[src/hdl/spo_pkg.sv]
// shared types and constants for the shape pair overlap test
// no dependencies; used by every module of the block
package spo_pkg;

   localparam int COORD_BITS = 16;
   localparam int SIZE_BITS  = 14;
   localparam int WIDE_BITS  = (COORD_BITS > SIZE_BITS) ? COORD_BITS : SIZE_BITS;
   localparam int EDGE_BITS  = WIDE_BITS + 2;
   localparam int RAD_BITS   = SIZE_BITS + 1;
   localparam int SQ_BITS    = 2 * EDGE_BITS;
   localparam int RSQ_BITS   = 2 * RAD_BITS;
   localparam int SUM_BITS   = ((SQ_BITS > RSQ_BITS) ? SQ_BITS : RSQ_BITS) + 1;

   typedef enum logic [1:0] {
      KIND_CC,
      KIND_RR,
      KIND_CR
   } kind_type;

   typedef struct packed {
      logic                  is_rect;
      logic [COORD_BITS-1:0] x;
      logic [COORD_BITS-1:0] y;
      logic [SIZE_BITS-1:0]  a;
      logic [SIZE_BITS-1:0]  b;
   } shape_type;

   typedef struct packed {
      logic                 is_rect;
      logic [SIZE_BITS-1:0] rad;
      logic [EDGE_BITS-1:0] cx;
      logic [EDGE_BITS-1:0] cy;
      logic [EDGE_BITS-1:0] l;
      logic [EDGE_BITS-1:0] r;
      logic [EDGE_BITS-1:0] t;
      logic [EDGE_BITS-1:0] b;
   } geo_type;

   typedef struct packed {
      logic valid;
      logic use_rr;
      logic rr_hit;
   } ctl_type;

endpackage

[src/hdl/spo_dist.sv]
// squaring stage and distance compare, drives the result register
// depends on spo_pkg
module spo_dist (
   input  logic                          clock,
   input  logic                          reset,
   input  spo_pkg::ctl_type              ctl,
   input  logic [spo_pkg::EDGE_BITS-1:0] dx,
   input  logic [spo_pkg::EDGE_BITS-1:0] dy,
   input  logic [spo_pkg::RAD_BITS-1:0]  rs,
   output logic                          strobe,
   output logic                          overlap
);

   spo_pkg::ctl_type                   ctl_ff;
   logic signed [spo_pkg::SQ_BITS-1:0] dx_sq_s;
   logic signed [spo_pkg::SQ_BITS-1:0] dy_sq_s;
   logic [spo_pkg::SQ_BITS-1:0]        dx_sq_in;
   logic [spo_pkg::SQ_BITS-1:0]        dy_sq_in;
   logic [spo_pkg::RSQ_BITS-1:0]       rs_sq_in;
   logic [spo_pkg::SQ_BITS-1:0]        dx_sq_ff;
   logic [spo_pkg::SQ_BITS-1:0]        dy_sq_ff;
   logic [spo_pkg::RSQ_BITS-1:0]       rs_sq_ff;
   logic [spo_pkg::SUM_BITS-1:0]       dist_sq;
   logic                               overlap_in;
   logic                               strobe_ff;
   logic                               overlap_ff;

   assign dx_sq_s  = $signed(dx) * $signed(dx);
   assign dy_sq_s  = $signed(dy) * $signed(dy);
   assign dx_sq_in = $unsigned(dx_sq_s);
   assign dy_sq_in = $unsigned(dy_sq_s);
   assign rs_sq_in = spo_pkg::RSQ_BITS'(rs) * spo_pkg::RSQ_BITS'(rs);

   always_ff @(posedge clock) begin
      if (reset) begin
         ctl_ff <= '0;
      end else begin
         ctl_ff <= ctl;
      end
   end

   always_ff @(posedge clock) begin
      dx_sq_ff <= dx_sq_in;
      dy_sq_ff <= dy_sq_in;
      rs_sq_ff <= rs_sq_in;
   end

   assign dist_sq    = spo_pkg::SUM_BITS'(dx_sq_ff) + spo_pkg::SUM_BITS'(dy_sq_ff);
   assign overlap_in = ctl_ff.use_rr ? ctl_ff.rr_hit
                                     : (dist_sq < spo_pkg::SUM_BITS'(rs_sq_ff));

   always_ff @(posedge clock) begin
      if (reset) begin
         strobe_ff <= 1'b0;
      end else begin
         strobe_ff <= ctl_ff.valid;
      end
   end

   always_ff @(posedge clock) begin
      overlap_ff <= overlap_in;
   end

   assign strobe  = strobe_ff;
   assign overlap = overlap_ff;

endmodule

[config.mk]
export PLATFORM = sky130hd
export DESIGN_NAME = spo_dist
export DESIGN_NICKNAME = d
export VERILOG_FILES = /design/src/hdl/spo_pkg.sv /design/src/hdl/spo_dist.sv
export SDC_FILE = /design/constraint.sdc
export NUM_CORES = 2
export LEC_CHECK = 0
export BUFFER_PORTS_ARGS = -buffer_cell sky130_fd_sc_hd__buf_2
export CAP_MARGIN = 15
export CORE_AREA = 5 5 312 314
export CTS_BUF_LIST = sky130_fd_sc_hd__clkbuf_8
export DETAILED_ROUTE_END_ITERATION = 16
export DIE_AREA = 0 0 317 319
export PLACE_DENSITY = 0.56
export SYNTH_ARGS = -nofsm -noshare
export SYNTH_HDL_FRONTEND = slang
export SYNTH_SLANG_ARGS = --single-unit
[constraint.sdc]
create_clock -name clock -period 16.09 [get_ports clock]
set_input_delay 2.4135 -clock clock [delete_from_list [all_inputs] [get_ports clock]]
set_output_delay 2.4135 -clock clock [all_outputs]
set_load 0.1 [all_outputs]
---- Yosys cells after proc, flatten, opt, wreduce, memory -nomap -nowiden ----
Index checks and enable logic that the tools add are counted.
W data, S select, Z words.
operators by class
  mux-type cells .......................... 1
  multipliers ............................. 3
  add/subtract/negate cells ............... 1
  $lt $le $gt $ge ......................... 1
operator list
  operator          number
  $mul A18 B18 Y36  2
  $add A36 B36 Y37  1
  $lt A37 B30 Y1    1
  $mul A15 B15 Y30  1
  $mux W1           1
storage, ports and cells
  output and inout port bits .............. 2
  register bits ........................... 107
  word-level logic and storage cells ...... 14
  input port bits ......................... 56

---- Logic depth before layout (Yosys ltp) ----
  word-level depth ........................ 3
  gate-level depth with buffers ........... 26
  gate-level depth less buffers ........... 24

---- Worst setup path after synthesis ----
No wires, ideal clock.
  kind .................................... input-to-reg
  start point ............................. input dy[17] (netlist bit)
  end point ............................... register dy_sq_ff[33] (netlist bit)
  setup time .............................. 0.124 ns
  path slack .............................. 7.794 ns
  data required time ...................... 15.966 ns
  arrival time ............................ 8.172 ns
  stages on the path ...................... 26
  buffers on the path ..................... 3
  cells stage by stage .................... clkbuf_1 buf_1 nand2_1 inv_1 fa_1 inv_1 fa_1 inv_1 ha_1 inv_1 fa_1 inv_1 fa_1 inv_1 fa_1 inv_1 ha_1 clkbuf_1 a21oi_1 o21bai_1 a21oi_1 o21ai_0 a221o_1 a211oi_1 nor2_1 xor2_1
between the ends
  cells in the longest elaborated chain, start to end .. 1
RTL lines
  what                    RTL line        RTL
  start, declared         spo_dist.sv:8   input logic [spo_pkg::EDGE_BITS-1:0] dy,
  $mul A18 B18 Y36        spo_dist.sv:29  assign dy_sq_s = $signed(dy) * $signed(dy);
  via dy_sq_in (one bit)  spo_dist.sv:18  logic [spo_pkg::SQ_BITS-1:0] dy_sq_in;
  end signal, assigned    spo_dist.sv:44  dy_sq_ff <= dy_sq_in;
  end, declared           spo_dist.sv:21  logic [spo_pkg::SQ_BITS-1:0] dy_sq_ff;
The timed path passes the listed nets, and every way through them passes these cells.
A chain may end at the register's enable or synchronous reset.

---- Worst setup path in the final report ----
  start point ............................. input dy[4] (netlist bit)
  end point ............................... register dy_sq_ff[34] (netlist bit)
Same word-level chain as after synthesis.

==> flow_summary.ini <==
[status]
outcome = finished clean

[yosys]
post_synth_and_or_nand_nor_area_fraction_pct = 10.6
ys_top_cells_by_count = sky130_fd_sc_hd__inv_1, sky130_fd_sc_hd__fa_1, sky130_fd_sc_hd__ha_1
yosysMostFrequentCell = sky130_fd_sc_hd__inv_1
postSynth.topFlopCell = sky130_fd_sc_hd__dfxtp_1
synth_top_area_cell = sky130_fd_sc_hd__fa_1
synth_top_area_share_pct = 44.4
synth_compound_gate_area_share_pct = 7.11
synth.area.top_cells = sky130_fd_sc_hd__fa_1, sky130_fd_sc_hd__ha_1, sky130_fd_sc_hd__inv_1, sky130_fd_sc_hd__dfxtp_1, sky130_fd_sc_hd__nand2_1
synthDistinctLibCells = 70
yosysSeqAreaShare_pct = 6.39
synthMuxAreaShare_pct = 0.254
asyncSetResetFlopFracSynth_pct = 0
synth_area_sq_mm = 0.0326
number_of_enable_flip_flop_cells_after_synthesis = 0
post_synth_xor_area_fraction_pct = 3.90
syn-instance-count = 3574
synth_fa_ha_area_share_pct = 58.6
synthesized_net_count = 4721
synth.avg_cell_area_sq_um = 9.11
synthesis.yosys.warnings = 0
combinational_family_with_the_most_area_after_synthesis = adder cells
synth_seq_cells = 104

[cells_and_area]
fin_cells = 4831
area_growth_syn_to_layout_pct = 5.42
finalInstanceArea_sq_mm = 0.0343
final_layout_size_suffix_gt1_share_pct = 2.81
layout.nets = 4707

[drt]
initialDrtViolationCount = 883
remaining_drc_errors = 0
first_pass_iters = 8
via_per_instance_ratio = 4.59
vias = 22200
detail_route.wl_per_cell_um = 14.6
postRouteAntennaNets = 0
wl_um = 70800

[global_routing]
maximum_number_of_pins_on_one_net_before_global_route_repair = 25
globalRouteOverflowTotal = 0
grt_pass1_wl_um = 122000
grt_usage_pct = 14.8
grt_antenna_before_repair = 2
vias_in_the_first_global_route = 24200

[floorplan]
pin_count = 58
num_rows = 113
core-area_sq_mm = 0.0943
die-area_sq_mm = 0.101
floorplan.initialDensity_pct = 34.5
dieWidth_um = 317
chipHeight_um = 319

[setup_path]
max_stage_delay_ns = 0.54
data_arrival_at_the_endpoint_of_the_critical_path_ns = 8.91
worstSetupStartpointType = input pin
setup.worst_path.class = input pin to flip-flop
setup.reg_to_reg.worst_slack_ns = 10.87
worst_path_cell_trace = buf_2 -> inv_1 -> nor2_1 -> fa_1 -> fa_1 -> inv_1 -> fa_1 -> fa_1 -> inv_1 -> fa_1 -> inv_1 -> fa_1 -> inv_1 -> ha_1 -> nand3_1 -> nor4_1 -> o21ai_0 -> nand3_1 -> o21ai_1 -> o21ai_1 -> o221ai_1 -> a2111o_1 -> o211ai_1
crit_path_max_fanout = 18
worst_path_dominant_cell_family = adder cells
timing.critical_path.to_type = flip-flop
required_time_of_the_critical_path_ns = 16.43
cpMostUsedCell = sky130_fd_sc_hd__fa_1
critPathSlowestCell = sky130_fd_sc_hd__fa_1
critPathBufInv = 6

[placed_design]
placement.io_buffers = 57
dp_hpwl_um = 60500
dpl-instance-area_sq_mm = 0.0341
routability_congestion = 0.819
dp_cells = 4814

[clock_network]
cts_max_path_buffers = 2
number_of_hold_repair_buffers_added_at_the_cts_stage = 0
cts_max_level = 3
clk-insertion-delay-late_ns = 0.41
cts_buffers = 9
cts_resized = 0
cts.root.buffer_cell = sky130_fd_sc_hd__clkbuf_8
cts_sinks = 104
postCtsSetupBuffers = 0
clkSlewWorstSetupHoldPaths_ns = 0.11
tritoncts = yes

[sta]
achievable-frequency_mhz = 117
timing.max_slew.rel_slack_pct = 23.2
rsz0062_at_grt = no
post-route-period-util_pct = 53.3
setup-violations-final = 0
finalWorstPathRequiredPeriod_ns = 8.57
hold_violations = 0
worstMarginPinSlew_ns = 1.12
worst_clock_skew_ns = 0.0136
setup_total_negative_slack_ns = 0
maxSlewViolCount = 0

[job]
max_cap_violations = 0

[min_path]
hold_path.class = flip-flop to flip-flop
==> final cells by class <==
class                           instances  area, sq um
Inverter                             1060         3980
Timing Repair Buffer                   57          285
Multi-Input combinational cell       2328        26200
Antenna cell                            1         2.50
Sequential cell                       104         2080
Tap cell                             1265         1580
Clock inverter                          7         77.6
Fill cell                            9674        60000
Clock buffer                            9          124
==> stage by stage <==
step / utilization (%) / setup WS, ns / hold slack, ns
finish: 36.4 / 7.52 / 0.457
global route: 36.4 / 7.18 / 0.486
CTS: 36.4 / 7.61 / 0.459
detailed placement: 36.2 / 7.11 / 0.446
global placement: 36.2 / 7.24 / 0.421
floorplan: - / 7.79 / 0.402
==> kinds of logic (layout without fill, tap and decap cells) <==
kind of cell               Yosys count  after routing
buffers and inverters             1142           1133
adders and majority gates         1091           1091
and+or+nand+nor                    734            734
AOI/OAI and AO/OA                  350            350
xor gates and xnor gates           145            145
DFF                                104            104
muxes                                8              8
other                                0              1
==> cells in the final DEF (no fill, tap or decap), types with 9 or more instances in the layout <==
| master | instances |
|---|---|
| sky130_fd_sc_hd__o21ai_0 | 52 |
| sky130_fd_sc_hd__o21bai_1 | 16 |
| sky130_fd_sc_hd__nor2_1 | 126 |
| sky130_fd_sc_hd__nand2b_1 | 24 |
| sky130_fd_sc_hd__and2_1 | 137 |
| sky130_fd_sc_hd__xor2_1 | 39 |
| sky130_fd_sc_hd__a211oi_1 | 22 |
| sky130_fd_sc_hd__buf_2 | 57 |
| sky130_fd_sc_hd__o21a_1 | 23 |
| sky130_fd_sc_hd__or2_2 | 9 |
| sky130_fd_sc_hd__ha_1 | 368 |
| sky130_fd_sc_hd__a21o_1 | 42 |
| sky130_fd_sc_hd__nand4_1 | 10 |
| sky130_fd_sc_hd__nor3_1 | 24 |
| sky130_fd_sc_hd__dfxtp_1 | 104 |
| sky130_fd_sc_hd__inv_1 | 1060 |
| sky130_fd_sc_hd__fa_1 | 723 |
| sky130_fd_sc_hd__clkbuf_8 | 9 |
| sky130_fd_sc_hd__nor2b_1 | 22 |
| sky130_fd_sc_hd__and3_1 | 14 |
| sky130_fd_sc_hd__a31oi_1 | 9 |
| sky130_fd_sc_hd__o211ai_1 | 9 |
| sky130_fd_sc_hd__nand2_1 | 317 |
| sky130_fd_sc_hd__nand3_1 | 27 |
| sky130_fd_sc_hd__xnor2_1 | 106 |
| sky130_fd_sc_hd__a21oi_1 | 104 |
==> state kept, by name, summed over array words and instances (netlist names) <==
signal,count
dx_sq_ff,35
dy_sq_ff,35
rs_sq_ff,29
ctl_ff,3
overlap,1
strobe,1
==> worst reg2reg max path, stage by stage (launching register included) <==
cell                        delay (ns)
sky130_fd_sc_hd__dfxtp_1          0.34
sky130_fd_sc_hd__ha_1             0.35
sky130_fd_sc_hd__nand3_1          0.12
sky130_fd_sc_hd__nor2_1           0.09
sky130_fd_sc_hd__and3b_1          0.22
sky130_fd_sc_hd__o32ai_1          0.60
sky130_fd_sc_hd__nor2_1           0.18
sky130_fd_sc_hd__o211ai_1         0.27
sky130_fd_sc_hd__a21oi_1          0.20
sky130_fd_sc_hd__o21bai_1         0.19
sky130_fd_sc_hd__xor2_1           0.19
sky130_fd_sc_hd__ha_1             0.27
sky130_fd_sc_hd__a21o_1           0.16
sky130_fd_sc_hd__a21o_1           0.19
sky130_fd_sc_hd__a211oi_1         0.23
sky130_fd_sc_hd__o31ai_1          0.16
sky130_fd_sc_hd__a2111oi_0        0.43
sky130_fd_sc_hd__o211ai_1         0.17
sky130_fd_sc_hd__a2111o_1         0.42
sky130_fd_sc_hd__o41ai_2          0.33
==> final timing paths <==
path                            depth (start not counted)           end   startpoint
worst min-delay path                                    1        strobe    ctl_ff[2]
worst max register to register                         19       overlap  dx_sq_ff[5]
worst max-delay path                                   23  dy_sq_ff[34]        dy[4]
worst min register to register                          1        strobe    ctl_ff[2]
==> routing by layer <==
layer  routed length, um  GRT usage [%]  part of all wire [%]  vias up
met4                1190           2.64                   1.7        2
met1               30400           19.0                    43    11200
met2               37400           27.4                    53      257
met3                1780           1.22                   2.5       70
li1                    -              -                     -    10600
met5                  13              0                 0.018        -
Power is left out: the tool's default activity adds up to more than one toggle a clock period on the data nets, which glitch-free logic cannot reach.
